`src/rtl/core/mhu_pkg.sv`:
```
// shared widths, constants, register indexes and the cordic angle table
// for the magnetometer heading unit; no dependencies
`timescale 1ns / 1ps
`default_nettype none

package mhu_pkg;

  // ring and sample widths
  localparam int unsigned XY_W          = 13;
  localparam int unsigned Z_W           = 15;
  localparam int unsigned BYTE_W        = 8;
  localparam int unsigned RAW_W         = 16;
  localparam int unsigned DROP_W        = 3;
  localparam int unsigned DEPTH_DEFAULT = 5;

  // result widths
  localparam int unsigned XY_AVG_W = 17;
  localparam int unsigned Z_AVG_W  = 19;
  localparam int unsigned HEAD_W   = 16;
  localparam int unsigned FRAC_W   = 4;

  // configuration port
  localparam int unsigned CFG_IDX_W = 2;
  localparam logic [CFG_IDX_W-1:0] REG_XY_DROP = 2'd0;
  localparam logic [CFG_IDX_W-1:0] REG_Z_DROP  = 2'd1;
  localparam logic [DROP_W-1:0] XY_DROP_RESET = 3'd3;
  localparam logic [DROP_W-1:0] Z_DROP_RESET  = 3'd1;

  // cordic datapath
  localparam int unsigned CORDIC_STEPS = 16;
  localparam int unsigned STEP_W       = 4;
  localparam int unsigned CA_W         = 28;
  localparam int unsigned CZ_W         = 25;
  localparam int unsigned PRE_SHIFT    = 8;
  localparam logic signed [CZ_W-1:0] CZ_QUARTER = 25'sd2304000;
  localparam logic signed [CZ_W-1:0] CZ_ROUND   = 25'sd128;
  localparam logic signed [CZ_W-1:0] HEAD_MAX   = 25'sd18000;
  localparam logic signed [CZ_W-1:0] HEAD_MIN   = -25'sd18000;

  // atan(2^-i) in 1/256 hundredths of a degree
  function automatic logic signed [CZ_W-1:0] cordic_angle(input logic [STEP_W-1:0] step);
    logic signed [CZ_W-1:0] ang;
    case (step)
      4'd0:    ang = 25'sd1152000;
      4'd1:    ang = 25'sd680065;
      4'd2:    ang = 25'sd359328;
      4'd3:    ang = 25'sd182400;
      4'd4:    ang = 25'sd91554;
      4'd5:    ang = 25'sd45822;
      4'd6:    ang = 25'sd22916;
      4'd7:    ang = 25'sd11459;
      4'd8:    ang = 25'sd5730;
      4'd9:    ang = 25'sd2865;
      4'd10:   ang = 25'sd1432;
      4'd11:   ang = 25'sd716;
      4'd12:   ang = 25'sd358;
      4'd13:   ang = 25'sd179;
      4'd14:   ang = 25'sd90;
      4'd15:   ang = 25'sd45;
      default: ang = '0;
    endcase
    return ang;
  endfunction

endpackage

`default_nettype wire

```
`src/rtl/core/magnetometer_heading_unit.sv`:
```
// averaging compass: sample ring, running sums, shared divider and cordic
// depends on mhu_pkg, mhu_axis_unpack, mhu_divider, mhu_cordic
// a sample without a report request is stored and the unit stays idle; the next can follow at once
// a report is valid, and the input free again, once its transfer has passed three
// reciprocal divides, one cordic run and the output load; a full output
// register holds the sequencer; reset clears ring, sums, slot, drops to 3 (x/y), 1 (z)
`timescale 1ns / 1ps
`default_nettype none

module magnetometer_heading_unit import mhu_pkg::*; #(
  parameter int unsigned DEPTH = DEPTH_DEFAULT
) (
  input  wire logic                 clk_i,
  input  wire logic                 rst_ni,

  // configuration write channel
  input  wire logic                 cfg_valid_i,
  output logic                      cfg_ready_o,
  input  wire logic [CFG_IDX_W-1:0] cfg_index_i,
  input  wire logic [DROP_W-1:0]    cfg_data_i,

  // sample channel
  input  wire logic                 in_valid_i,
  output logic                      in_ready_o,
  input  wire logic [BYTE_W-1:0]    x_low_byte_i,
  input  wire logic [BYTE_W-1:0]    x_high_byte_i,
  input  wire logic [BYTE_W-1:0]    y_low_byte_i,
  input  wire logic [BYTE_W-1:0]    y_high_byte_i,
  input  wire logic [BYTE_W-1:0]    z_low_byte_i,
  input  wire logic [BYTE_W-1:0]    z_high_byte_i,
  input  wire logic                 report_now_i,

  // report channel
  output logic                      out_valid_o,
  input  wire logic                 out_ready_i,
  output logic signed [XY_AVG_W-1:0] x_average_o,
  output logic signed [XY_AVG_W-1:0] y_average_o,
  output logic signed [Z_AVG_W-1:0]  z_average_o,
  output logic signed [HEAD_W-1:0]   heading_o
);

  // widths that follow from the ring depth
  localparam int unsigned SLOT_W   = (DEPTH > 1) ? $clog2(DEPTH) : 1;
  localparam int unsigned SUM_XY_W = XY_W + $clog2(DEPTH);
  localparam int unsigned SUM_Z_W  = Z_W + $clog2(DEPTH);
  localparam int unsigned DIV_W    = SUM_Z_W + FRAC_W;

  // sequencer states
  localparam logic [2:0] ST_IDLE     = 3'd0;
  localparam logic [2:0] ST_DIV_GO   = 3'd1;
  localparam logic [2:0] ST_DIV_WAIT = 3'd2;
  localparam logic [2:0] ST_COR_GO   = 3'd3;
  localparam logic [2:0] ST_COR_WAIT = 3'd4;
  localparam logic [2:0] ST_OUT      = 3'd5;

  // axis being divided
  localparam logic [1:0] AXIS_X = 2'd0;
  localparam logic [1:0] AXIS_Y = 2'd1;
  localparam logic [1:0] AXIS_Z = 2'd2;

  logic [2:0] state_q, state_d;
  logic [1:0] axis_q, axis_d;
  logic       neg_q, neg_d;

  // configuration registers
  logic [DROP_W-1:0] xy_drop_q, z_drop_q;

  // ring and running sums
  logic signed [XY_W-1:0]     x_ring_q [DEPTH];
  logic signed [XY_W-1:0]     y_ring_q [DEPTH];
  logic signed [Z_W-1:0]      z_ring_q [DEPTH];
  logic [SLOT_W-1:0]          slot_q;
  logic signed [SUM_XY_W-1:0] x_total_q, x_total_d;
  logic signed [SUM_XY_W-1:0] y_total_q, y_total_d;
  logic signed [SUM_Z_W-1:0]  z_total_q, z_total_d;

  // assembled samples of the incoming transfer
  logic signed [XY_W-1:0] x_smp, y_smp;
  logic signed [Z_W-1:0]  z_smp;

  // means and result registers
  logic signed [XY_AVG_W-1:0] x_mean_q, y_mean_q;
  logic signed [Z_AVG_W-1:0]  z_mean_q;
  logic signed [HEAD_W-1:0]   head_q;
  logic                       out_valid_q;
  logic signed [XY_AVG_W-1:0] x_avg_q, y_avg_q;
  logic signed [Z_AVG_W-1:0]  z_avg_q;
  logic signed [HEAD_W-1:0]   head_out_q;

  // shared unit hookup
  logic                      div_start, div_done;
  logic [DIV_W-1:0]          div_quot;
  logic [DIV_W-1:0]          div_dividend;
  logic signed [SUM_Z_W-1:0] sel_total;
  logic [SUM_Z_W-1:0]        sel_mag;
  logic [DIV_W-1:0]          quot_signed;
  logic                      cor_start, cor_done;
  logic signed [HEAD_W-1:0]  cor_heading;

  logic in_xfer, out_xfer, out_load;

  assign cfg_ready_o = 1'b1;
  assign in_ready_o  = (state_q == ST_IDLE);
  assign in_xfer     = in_valid_i & in_ready_o;
  assign out_xfer    = out_valid_q & out_ready_i;
  assign out_load    = (state_q == ST_OUT) & (~out_valid_q | out_ready_i);

  mhu_axis_unpack #(.OUT_W(XY_W)) u_unpack_x (
    .low_byte_i  (x_low_byte_i),
    .high_byte_i (x_high_byte_i),
    .drop_i      (xy_drop_q),
    .sample_o    (x_smp)
  );

  mhu_axis_unpack #(.OUT_W(XY_W)) u_unpack_y (
    .low_byte_i  (y_low_byte_i),
    .high_byte_i (y_high_byte_i),
    .drop_i      (xy_drop_q),
    .sample_o    (y_smp)
  );

  mhu_axis_unpack #(.OUT_W(Z_W)) u_unpack_z (
    .low_byte_i  (z_low_byte_i),
    .high_byte_i (z_high_byte_i),
    .drop_i      (z_drop_q),
    .sample_o    (z_smp)
  );

  // running sums: add the new sample, drop the one it overwrites
  always_comb begin
    x_total_d = x_total_q + SUM_XY_W'(x_smp) - SUM_XY_W'(x_ring_q[slot_q]);
    y_total_d = y_total_q + SUM_XY_W'(y_smp) - SUM_XY_W'(y_ring_q[slot_q]);
    z_total_d = z_total_q + SUM_Z_W'(z_smp) - SUM_Z_W'(z_ring_q[slot_q]);
  end

  // divider operand: magnitude of the selected sum, scaled to q.4
  always_comb begin
    case (axis_q)
      AXIS_X:  sel_total = SUM_Z_W'(x_total_q);
      AXIS_Y:  sel_total = SUM_Z_W'(y_total_q);
      AXIS_Z:  sel_total = z_total_q;
      default: sel_total = '0;
    endcase
    sel_mag      = sel_total[SUM_Z_W-1] ? (~sel_total + 1'b1) : sel_total;
    div_dividend = {sel_mag, {FRAC_W{1'b0}}};
    // quotient of the magnitude, sign put back: truncation toward zero
    quot_signed  = neg_q ? (~div_quot + 1'b1) : div_quot;
  end

  mhu_divider #(.DEPTH(DEPTH), .DIV_W(DIV_W)) u_divider (
    .clk_i      (clk_i),
    .rst_ni     (rst_ni),
    .start_i    (div_start),
    .dividend_i (div_dividend),
    .done_o     (div_done),
    .quotient_o (div_quot)
  );

  mhu_cordic u_cordic (
    .clk_i     (clk_i),
    .rst_ni    (rst_ni),
    .start_i   (cor_start),
    .x_mean_i  (x_mean_q),
    .y_mean_i  (y_mean_q),
    .done_o    (cor_done),
    .heading_o (cor_heading)
  );

  // sequencer: three divider runs, then one cordic run, then the result
  always_comb begin
    state_d   = state_q;
    axis_d    = axis_q;
    neg_d     = neg_q;
    div_start = 1'b0;
    cor_start = 1'b0;
    case (state_q)
      ST_IDLE: begin
        if (in_xfer && report_now_i) begin
          state_d = ST_DIV_GO;
          axis_d  = AXIS_X;
        end
      end
      ST_DIV_GO: begin
        div_start = 1'b1;
        neg_d     = sel_total[SUM_Z_W-1];
        state_d   = ST_DIV_WAIT;
      end
      ST_DIV_WAIT: begin
        if (div_done) begin
          if (axis_q == AXIS_Z) begin
            state_d = ST_COR_GO;
          end else begin
            axis_d  = axis_q + 1'b1;
            state_d = ST_DIV_GO;
          end
        end
      end
      ST_COR_GO: begin
        cor_start = 1'b1;
        state_d   = ST_COR_WAIT;
      end
      ST_COR_WAIT: begin
        if (cor_done) begin
          state_d = ST_OUT;
        end
      end
      ST_OUT: begin
        if (out_load) begin
          state_d = ST_IDLE;
        end
      end
      default: state_d = ST_IDLE;
    endcase
  end

  always_ff @(posedge clk_i or negedge rst_ni) begin
    if (!rst_ni) begin
      state_q     <= ST_IDLE;
      axis_q      <= AXIS_X;
      neg_q       <= 1'b0;
      out_valid_q <= 1'b0;
      xy_drop_q   <= XY_DROP_RESET;
      z_drop_q    <= Z_DROP_RESET;
      slot_q      <= '0;
      x_total_q   <= '0;
      y_total_q   <= '0;
      z_total_q   <= '0;
      for (int i = 0; i < DEPTH; i++) begin
        x_ring_q[i] <= '0;
        y_ring_q[i] <= '0;
        z_ring_q[i] <= '0;
      end
    end else begin
      state_q <= state_d;
      axis_q  <= axis_d;
      neg_q   <= neg_d;

      if (cfg_valid_i) begin
        case (cfg_index_i)
          REG_XY_DROP: xy_drop_q <= cfg_data_i;
          REG_Z_DROP:  z_drop_q  <= cfg_data_i;
          default: ;
        endcase
      end

      // store the sample and advance the write slot
      if (in_xfer) begin
        x_ring_q[slot_q] <= x_smp;
        y_ring_q[slot_q] <= y_smp;
        z_ring_q[slot_q] <= z_smp;
        x_total_q        <= x_total_d;
        y_total_q        <= y_total_d;
        z_total_q        <= z_total_d;
        slot_q           <= (slot_q == SLOT_W'(DEPTH-1)) ? '0 : slot_q + 1'b1;
      end

      if (out_load) begin
        out_valid_q <= 1'b1;
      end else if (out_xfer) begin
        out_valid_q <= 1'b0;
      end
    end
  end

  // datapath registers, no reset needed
  always_ff @(posedge clk_i) begin
    if (state_q == ST_DIV_WAIT && div_done) begin
      case (axis_q)
        AXIS_X:  x_mean_q <= quot_signed[XY_AVG_W-1:0];
        AXIS_Y:  y_mean_q <= quot_signed[XY_AVG_W-1:0];
        AXIS_Z:  z_mean_q <= quot_signed[Z_AVG_W-1:0];
        default: ;
      endcase
    end
    if (state_q == ST_COR_WAIT && cor_done) begin
      head_q <= cor_heading;
    end
    if (out_load) begin
      x_avg_q    <= x_mean_q;
      y_avg_q    <= y_mean_q;
      z_avg_q    <= z_mean_q;
      head_out_q <= head_q;
    end
  end

  assign out_valid_o = out_valid_q;
  assign x_average_o = x_avg_q;
  assign y_average_o = y_avg_q;
  assign z_average_o = z_avg_q;
  assign heading_o   = head_out_q;

endmodule

`default_nettype wire

```
`src/rtl/core/mhu_axis_unpack.sv`:
```
// one axis: builds the signed sample from two register bytes, shifting out drop_i low bits and saturating to OUT_W
// depends on mhu_pkg
`timescale 1ns / 1ps
`default_nettype none

module mhu_axis_unpack import mhu_pkg::*; #(
  parameter int unsigned OUT_W = XY_W
) (
  input  wire logic [BYTE_W-1:0]      low_byte_i,
  input  wire logic [BYTE_W-1:0]      high_byte_i,
  input  wire logic [DROP_W-1:0]      drop_i,
  output logic signed [OUT_W-1:0]     sample_o
);

  localparam logic signed [RAW_W-1:0] MAX_V = RAW_W'((32'sd1 <<< (OUT_W-1)) - 32'sd1);
  localparam logic signed [RAW_W-1:0] MIN_V = -MAX_V - 16'sd1;

  logic [BYTE_W-1:0]       low_mask;
  logic signed [RAW_W-1:0] raw;
  logic signed [RAW_W-1:0] shifted;

  always_comb begin
    low_mask = {BYTE_W{1'b1}} << drop_i;
    raw      = $signed({high_byte_i, low_byte_i & low_mask});
    shifted  = raw >>> drop_i;
    if (shifted > MAX_V) begin
      sample_o = MAX_V[OUT_W-1:0];
    end else if (shifted < MIN_V) begin
      sample_o = MIN_V[OUT_W-1:0];
    end else begin
      sample_o = shifted[OUT_W-1:0];
    end
  end

endmodule

`default_nettype wire

```
`src/rtl/core/mhu_divider.sv`:
```
// division by the ring depth as a multiply by the rounded-up reciprocal,
// quotient and done registered in the cycle after start; depends on mhu_pkg
`timescale 1ns / 1ps
`default_nettype none

module mhu_divider import mhu_pkg::*; #(
  parameter int unsigned DEPTH = DEPTH_DEFAULT,
  parameter int unsigned DIV_W = 22
) (
  input  wire logic             clk_i,
  input  wire logic             rst_ni,
  input  wire logic             start_i,
  input  wire logic [DIV_W-1:0] dividend_i,
  output logic                  done_o,
  output logic [DIV_W-1:0]      quotient_o
);

  // floor(n / DEPTH) == floor(n * RECIP / 2^SHIFT) for every DIV_W-bit n
  localparam int unsigned LOG_D  = $clog2(DEPTH);
  localparam int unsigned SHIFT  = DIV_W + LOG_D;
  localparam int unsigned REC_W  = DIV_W + 1;
  localparam int unsigned PROD_W = DIV_W + REC_W;
  localparam logic [REC_W-1:0] RECIP =
    REC_W'(((64'd1 << SHIFT) + 64'(DEPTH) - 64'd1) / 64'(DEPTH));

  logic              done_q;
  logic [PROD_W-1:0] prod;
  logic [DIV_W-1:0]  quot_d, quot_q;

  always_comb begin
    prod   = PROD_W'(dividend_i) * PROD_W'(RECIP);
    quot_d = DIV_W'(prod >> SHIFT);
  end

  always_ff @(posedge clk_i or negedge rst_ni) begin
    if (!rst_ni) begin
      done_q <= 1'b0;
    end else begin
      done_q <= start_i;
    end
  end

  always_ff @(posedge clk_i) begin
    if (start_i) begin
      quot_q <= quot_d;
    end
  end

  assign done_o     = done_q;
  assign quotient_o = quot_q;

endmodule

`default_nettype wire

```
`src/rtl/core/mhu_cordic.sv`:
```
// iterative vectoring cordic, one micro-rotation per cycle, gives atan2(x, y)
// in hundredths of a degree; depends on mhu_pkg
`timescale 1ns / 1ps
`default_nettype none

module mhu_cordic import mhu_pkg::*; (
  input  wire logic                   clk_i,
  input  wire logic                   rst_ni,
  input  wire logic                   start_i,
  input  wire logic signed [XY_AVG_W-1:0] x_mean_i,
  input  wire logic signed [XY_AVG_W-1:0] y_mean_i,
  output logic                        done_o,
  output logic signed [HEAD_W-1:0]    heading_o
);

  localparam int unsigned EXT_W = CA_W - XY_AVG_W - PRE_SHIFT;

  logic                    busy_q, busy_d;
  logic                    fin_q, fin_d;
  logic                    done_q, done_d;
  logic                    zero_q, zero_d;
  logic [STEP_W-1:0]       step_q, step_d;
  logic signed [CA_W-1:0]  a_q, a_d, b_q, b_d;
  logic signed [CZ_W-1:0]  z_q, z_d;
  logic signed [HEAD_W-1:0] head_q, head_d;

  logic signed [CA_W-1:0]  a0, b0, da, db;
  logic signed [CZ_W-1:0]  z_round;

  always_comb begin
    a0 = $signed({{EXT_W{y_mean_i[XY_AVG_W-1]}}, y_mean_i, {PRE_SHIFT{1'b0}}});
    b0 = $signed({{EXT_W{x_mean_i[XY_AVG_W-1]}}, x_mean_i, {PRE_SHIFT{1'b0}}});
    da = b_q >>> step_q;
    db = a_q >>> step_q;
    z_round = (z_q + CZ_ROUND) >>> PRE_SHIFT;

    busy_d = busy_q;
    fin_d  = 1'b0;
    done_d = 1'b0;
    zero_d = zero_q;
    step_d = step_q;
    a_d    = a_q;
    b_d    = b_q;
    z_d    = z_q;
    head_d = head_q;

    if (start_i) begin
      busy_d = 1'b1;
      step_d = '0;
      zero_d = (x_mean_i == '0) && (y_mean_i == '0);
      // negative y half plane: turn by a quarter first
      if (a0[CA_W-1] && !b0[CA_W-1]) begin
        a_d = b0;
        b_d = -a0;
        z_d = CZ_QUARTER;
      end else if (a0[CA_W-1]) begin
        a_d = -b0;
        b_d = a0;
        z_d = -CZ_QUARTER;
      end else begin
        a_d = a0;
        b_d = b0;
        z_d = '0;
      end
    end else if (busy_q) begin
      if (!b_q[CA_W-1]) begin
        a_d = a_q + da;
        b_d = b_q - db;
        z_d = z_q + cordic_angle(step_q);
      end else begin
        a_d = a_q - da;
        b_d = b_q + db;
        z_d = z_q - cordic_angle(step_q);
      end
      step_d = step_q + 1'b1;
      if (step_q == STEP_W'(CORDIC_STEPS-1)) begin
        busy_d = 1'b0;
        fin_d  = 1'b1;
      end
    end else if (fin_q) begin
      // round half up to hundredths, then clamp; a zero vector gives heading 0
      done_d = 1'b1;
      if (zero_q) begin
        head_d = '0;
      end else if (z_round > HEAD_MAX) begin
        head_d = HEAD_MAX[HEAD_W-1:0];
      end else if (z_round < HEAD_MIN) begin
        head_d = HEAD_MIN[HEAD_W-1:0];
      end else begin
        head_d = z_round[HEAD_W-1:0];
      end
    end
  end

  always_ff @(posedge clk_i or negedge rst_ni) begin
    if (!rst_ni) begin
      busy_q <= 1'b0;
      fin_q  <= 1'b0;
      done_q <= 1'b0;
      step_q <= '0;
    end else begin
      busy_q <= busy_d;
      fin_q  <= fin_d;
      done_q <= done_d;
      step_q <= step_d;
    end
  end

  always_ff @(posedge clk_i) begin
    zero_q <= zero_d;
    a_q    <= a_d;
    b_q    <= b_d;
    z_q    <= z_d;
    head_q <= head_d;
  end

  assign done_o    = done_q;
  assign heading_o = head_q;

endmodule

`default_nettype wire
```
`config.mk`:
```
export PLATFORM = sky130hd
export DESIGN_NAME = magnetometer_heading_unit
export DESIGN_NICKNAME = d
export VERILOG_FILES = /design/src/rtl/core/mhu_pkg.sv /design/src/rtl/core/magnetometer_heading_unit.sv /design/src/rtl/core/mhu_axis_unpack.sv /design/src/rtl/core/mhu_divider.sv /design/src/rtl/core/mhu_cordic.sv
export SDC_FILE = /design/constraint.sdc
export NUM_CORES = 2
export LEC_CHECK = 0
export ABC_AREA = 1
export BUFFER_PORTS_ARGS = -buffer_cell sky130_fd_sc_hd__buf_2
export CAP_MARGIN = 30
export CORE_ASPECT_RATIO = 1.4
export CORE_MARGIN = 2
export CORE_UTILIZATION = 35
export CTS_BUF_LIST = sky130_fd_sc_hd__clkbuf_2
export CTS_CLUSTER_SIZE = 16
export DETAILED_ROUTE_END_ITERATION = 7
export PLACE_DENSITY_LB_ADDON = 0.2
export SLEW_MARGIN = 0
export SYNTH_ARGS = -nofsm -noshare
export SYNTH_HDL_FRONTEND = slang
export SYNTH_SLANG_ARGS = --single-unit
```
`constraint.sdc`:
```
create_clock -name clk_i -period 8.37 [get_ports clk_i]
set_input_delay 0.837 -clock clk_i [delete_from_list [all_inputs] [get_ports clk_i]]
set_output_delay 0.837 -clock clk_i [all_outputs]
set_load 0.05 [all_outputs]
```
# [After elaboration in Yosys (flattened, before gate mapping)]
# Memory sizes are Yosys's and may differ from the RTL's.
# Cells that the tools add are included.
[classes] n_addsub=20 mul=1 div=0 order_cmp=10 n_eq_ne=15 shift=7 mux=74 bitwise=13 reduce_logical=25
[op_table] cell="28-bit two-way mux" n=10
[op_table] cell="25-bit two-way mux" n=11
[op_table] cell="65-bit bitwise mux" n=2
[op_table] cell="13-bit two-way mux" n=9
[op_table] cell="15-bit two-way mux" n=6
[op_table] cell="13-bit binary-select mux with 3-bit select" n=2
[op_table] cell="75-bit bitwise mux" n=1
[op_table] cell="28-bit adder" n=2
[op_table] cell="25-bit negator with 28-bit output" n=2
[op_table] cell="28-bit by 4-bit >>> shifter with 28-bit output" n=2
[op_table] cell="28-bit subtractor" n=2
[op_table] cell="18-bit case mux with 3 select lines" n=1
[op_table] cell="16-bit by 3-bit >>> shifter with 16-bit output" n=3
[op_table] cell="15-bit binary-select mux with 3-bit select" n=1
[op_table] cell="15-bit demux with 3-bit select" n=1
[op_table] cell="18-bit by 23-bit multiplier with 40-bit output (second input constant)" n=1
[op_table] cell="13-bit demux with 3-bit select" n=1
[op_table] cell="17-bit logical NOT" n=2
[op_table] cell="16-bit by 13-bit adder with 16-bit output" n=2
[op_table] cell="16-bit by 13-bit > comparator with 1-bit output (second input constant)" n=2
[op_table] cell="16-bit by 13-bit < comparator with 1-bit output (second input constant)" n=2
[op_table] cell="16-bit by 13-bit subtractor with 16-bit output" n=2
[op_table] cell="25-bit adder" n=1
[op_table] cell="25-bit by 9-bit adder with 25-bit output (second input constant)" n=1
[op_table] cell="other kinds (49)" n=96
[word_totals] regBits=534 latchBits=0 ramBits=0 rom_bits=672 input_bits=59 out_inout_bits=72 elab_cells=213 n_memories=2
[mem_list] name="(name not given)" depth=16 width=21 read_ports=1 rd_ports_with_merged_regs=0 write_ports=0 line="mhu_pkg.sv:43" rtl="case (step)"
[mem_list] name="(name not given)" depth=16 width=21 read_ports=1 rd_ports_with_merged_regs=0 write_ports=0 line="mhu_pkg.sv:43"

# [Longest topological paths before layout]
[logic_depth] ltp_word=8 depth_mapped=37 mapped_depth_nobuf=36

# [By module]
# Synthesis repeated with hierarchy kept, for this count alone.
[hier_totals] cells_unflattened=6115 hier_area_um2=46186.8
[by_module_without_submodules] mod="magnetometer_heading_unit" instances=1 cells_per_inst=2300 area_each_um2=20921.3 seq_area_each_um2=10929.2
[by_module_without_submodules] mod="mhu_cordic" instances=1 cells_per_inst=2270 area_each_um2=14331.2 seq_area_each_um2=3118.0
[by_module_without_submodules] mod="mhu_divider" instances=1 cells_per_inst=1094 area_each_um2=8904.8 seq_area_each_um2=625.6
[by_module_without_submodules] mod="mhu_axis_unpack (u_unpack_x ...)" instances=2 cells_per_inst=150 area_each_um2=671.9 seq_area_each_um2=0.0
[by_module_without_submodules] mod="mhu_axis_unpack (u_unpack_z)" instances=1 cells_per_inst=151 area_each_um2=685.7 seq_area_each_um2=0.0

# [Least setup slack after synthesis]
# OpenSTA, ideal clock, no wires.
[synth_timing] path_type="flip-flop to flip-flop" startpoint="register axis_q[0]" endpoint="register u_divider.quot_q[15], in the netlist u_divider.quotient_o[15], data pin" setup_ps=259 arrival_ps=6945 t_required_ps=8111 slack_ps=1166 stages_incl_launch_ff=33 path_buffers=1 period_less_slack_ps=7204 cell_sequence="dfrtp_1 -> inv_1 -> ha_1 -> clkbuf_1 -> nand2_1 -> nand3_1 -> nand2_1 -> ha_1 -> nand2_1 -> inv_1 -> nand4_1 -> nand2_1 -> nand3_1 -> xor2_1 -> inv_1 -> ha_1 -> fa_1 -> inv_1 -> fa_1 -> inv_1 -> fa_1 -> inv_1 -> fa_1 -> inv_1 -> fa_1 -> ha_1 -> nand2_1 -> nor4_1 -> nand2_1 -> o211ai_1 -> nand3_1 -> nand3_1 -> xor2_1"
[synth_via] elab_chain_cells=6 elab_cells_between_ends=8 cone_classes="1 x add/sub; 1 x mul; 2 x eq/ne; 2 x mux; 1 x bitwise; 1 x reduce/logical"
[synth_lines] element="start, declared" line="magnetometer_heading_unit.sv:62" rtl="logic [1:0] axis_q, axis_d;"
[synth_lines] element="start signal, assigned" line="magnetometer_heading_unit.sv:235" rtl="axis_q <= axis_d;"
[synth_lines] element="2-bit == test (tied with other cells)" line="magnetometer_heading_unit.sv:138" rtl="case (axis_q)"
[synth_lines] element="18-bit case mux with 3 select lines *" line="magnetometer_heading_unit.sv:138"
[synth_lines] element="18-bit inverter" line="magnetometer_heading_unit.sv:144" rtl="sel_mag = sel_total[SUM_Z_W-1] ? (~sel_total + 1'b1) : sel_total;"
[synth_lines] element="18-bit by 1-bit adder with 18-bit output" line="magnetometer_heading_unit.sv:144"
[synth_lines] element="18-bit two-way mux *" line="magnetometer_heading_unit.sv:144"
[synth_lines] element="18-bit by 23-bit multiplier with 40-bit output *" line="mhu_divider.sv:31" rtl="prod = PROD_W'(dividend_i) * PROD_W'(RECIP);"
[synth_lines] element="via u_divider.prod[40]" line="mhu_divider.sv:27" rtl="logic [PROD_W-1:0] prod;"
[synth_lines] element="end signal, assigned" line="mhu_divider.sv:45" rtl="quot_q <= quot_d;"
[synth_lines] element="end, declared" line="mhu_divider.sv:28" rtl="logic [DIV_W-1:0] quot_d, quot_q;"
# The timed path passes the listed nets; every way through them passes the cells marked *.
# A chain may end at the register's enable or synchronous reset.

# [Worst setup path after layout]
[layout_timing] startpoint="register axis_q[1]" endpoint="register u_divider.quot_q[18], in the netlist u_divider.quotient_o[18], data pin"
# Same word-level chain as after synthesis.

==> impl_metrics.ini <==
[status]
run_status = finished, final reports clean

[drt]
drt_first_pass_iters = 5
wl_per_cell_um = 18.80
dr_total_vias = 37540
antenna_left = 0
avgViaCountPerCell = 5.110
drt_iter0_markers = 2268
routed_wl_mm = 138.1
drc = 0

[global_routing]
antenna_found_initial = 6
grt_use_total = 0.2236
overflow = 0
grt_pass1_vias = 38410
grt_max_degree = 111
grt_first_pass_wirelength_mm = 214.1

[yosys]
yosys.area.top_type = edfxtp_1
synth_seq_cells = 534
ys_warn_count = 0
avgSynthCellArea_um2 = 7.794
synth_top_cell_area_share = 0.1816
syn_nets = 5906
netlist_area_um2 = 42160
synth-edff-count = 255
async_flop_share = 0.5225
yosys-top-cells-area = edfxtp_1 (18%), dfrtp_1 (16%), nand2_1 (12%)
yosysUniqueCellTypes = 67
ys_seq_area_frac = 0.3473
synthFlopType = dfrtp_1
syn-instance-count = 5410

[min_path]
hp-class = input port to flop

[sta]
tns_ps = 0
worst_slack_ps = 454.6
whs_ps = 275.8
hold_viol = 0
finalCriticalPeriod_ps = 7915
fin_skew_ps = 148.3
maxSlewHeadroom = 0.2772
slew_viol_final = 0
min_period_over_period = 0.9457
timing.fmax_mhz = 126.3
setup_viol = 0
tightestPinTransition_ps = 1084

[finish]
syn2layout_area_growth_pct = 11.07
final_nets = 6140
layout-drive-gt1-share = 0.09474
stdcell_count = 7347

[clock_tree]
insertion_delay_ps = 1590
cts_tree = done
clk_pin_slew_ps = 130
htreeDepth = 4
cts_buffers = 145
cts.sinks = 534
root_buffer = clkbuf_2
cts_buffer_depth = 3

[die]
die-area_um2 = 123300
ios = 131
initial_core_util = 0.3527
rows = 150
core_um2 = 119600
die_w_um = 297.3
die_h_um = 414.7

[placed_design]
dp.cells = 7009
dp_slack_ps = 285.3
port-buffer-count = 129
dp_hpwl_mm = 105.0
gp_congestion = 0.9456

[worst_setup_path]
arrival_ps = 9100
worst_setup_path_start_kind = flop
worst_path_largest_cell_delay_ps = 700
slowest_stage = fa_1
cp_max_fo = 6
crit_type = flop to flop
crit_top_cell = nand2_1
endpoint_kind = flop
required_ps = 9550

[job]
cap_violations = 0
[what timing repair did]
item | in CTS | in global routing
hold endpoints to repair | 392 | 0
hold buffers | 80 | 0
setup endpoints to repair | 0 | 13
gates resized for setup | 0 | 12
setup buffers | 0 | 3
[state kept, by name, indices dropped and copies added, names as in the netlist, 4 cells and up]
| register | cells |
|---|---|
| head_q | 16 |
| y_mean_q | 17 |
| heading_o | 16 |
| u_cordic.z_q | 25 |
| z_total_q | 18 |
| u_cordic.heading_o | 16 |
| x_ring_q | 65 |
| u_cordic.step_q | 4 |
| z_ring_q | 75 |
| x_mean_q | 17 |
| y_ring_q | 65 |
| x_total_q | 16 |
| u_cordic.b_q | 28 |
| y_average_o | 17 |
| z_average_o | 19 |
| u_cordic.a_q | 28 |
| u_divider.quotient_o | 19 |
| x_average_o | 17 |
| y_total_q | 16 |
| z_mean_q | 19 |
[per-layer routing]
| layer | GRT usage | vias up | wire, um |
|---|---|---|---|
| li1 | - | 18520 | - |
| met4 | 0.1172 | 0 | 7188 |
| met5 | 0 | - | 0 |
| met2 | 0.4256 | 869 | 73790 |
| met3 | 0.03098 | 301 | 4866 |
| met1 | 0.2367 | 17850 | 52250 |
[Yosys cell counts (all sizes together) (30+ instances only)]
library cell,count
a21oi,328
a31oi,34
buf,63
clkbuf,122
dfrtp,276
edfxtp,255
fa,161
ha,276
inv,751
nand2,1335
nand3,399
nand4,33
nor2,308
nor3,42
o21ai,553
o221ai,33
or2,30
xnor2,51
xor2,123
[cells by family after synthesis]
logic type / count (synthesis) / share of synthesized area
and+or+nand+nor: 2172 / 0.2164
DFF: 534 / 0.3473
xor gates and xnor gates: 174 / 0.03632
muxes: 6 / 0.001424
AOI/OAI and AO/OA: 1139 / 0.1530
other: 1 / 0.00008894
buffers and inverters: 947 / 0.08718
adders and majority gates: 437 / 0.1583
[worst max-delay path: cells and delay by family (launching register included)]
kind / cells / cell delay [ps]
adders and majority gates: 8 / 3670
AOI/OAI and AO/OA: 6 / 1200
and+or+nand+nor: 9 / 830
buffers and inverters: 7 / 780
xor gates and xnor gates: 2 / 610
DFF: 1 / 410
[per-stage QoR]
stage	util	cell area, um2
global route	0.3917	46830
global placement	0.3718	44450
CTS	0.3907	46710
finish	0.3917	46830
detailed placement	0.3726	44540
floorplan	-	42160
[placed cells by master, fill, tap and decap left out, types with 79 or more instances in the layout]
master / Yosys / routed
edfxtp_1: 255 / 255
xor2_1: 123 / 122
nand3_1: 394 / 394
nor2_1: 290 / 282
fa_1: 161 / 161
buf_2: 31 / 129
o21ai_0: 527 / 527
dlygate4sd3_1: 0 / 79
dfrtp_1: 276 / 274
clkbuf_2: 0 / 194
ha_1: 276 / 274
nand2_1: 1311 / 1310
a21oi_1: 327 / 326
inv_1: 741 / 737
[path summary, 6_finish.rpt]
kind | endpoint | cells past startpoint | from | slack [ps]
max | u_divider.quotient_o[18]$_DFFE_PP_ | 32 | axis_q[1]$_DFFE_PN0P_ | 450
min | y_ring_q[42]$_DFFE_PN0P_ | 7 | y_low_byte_i[5] | 280
max reg2reg | u_divider.quotient_o[18]$_DFFE_PP_ | 32 | axis_q[1]$_DFFE_PN0P_ | 450
min reg2reg | head_q[13]$_DFFE_PP_ | 0 | u_cordic.heading_o[13]$_SDFFCE_PP0P_ | 340
max in group asynchronous | state_q[0]$_DFFE_PN0P_ | 5 | rst_ni | 6580
min in group asynchronous | z_drop_q[0]$_DFFE_PN1P_ | 3 | rst_ni | 390
[final cells by class]
class	count	area [um2]
fill	12670	72720
multi-input combinational	3929	23930
sequential	534	14650
inverter	762	2870
timing repair buffer	272	2024
tap	1596	1997
clock buffer	194	970.9
clock inverter	51	372.9
antenna	9	22.52
Power is not shown: default switching activity piles up to over one toggle a cycle in this logic, so the estimate is an artifact.
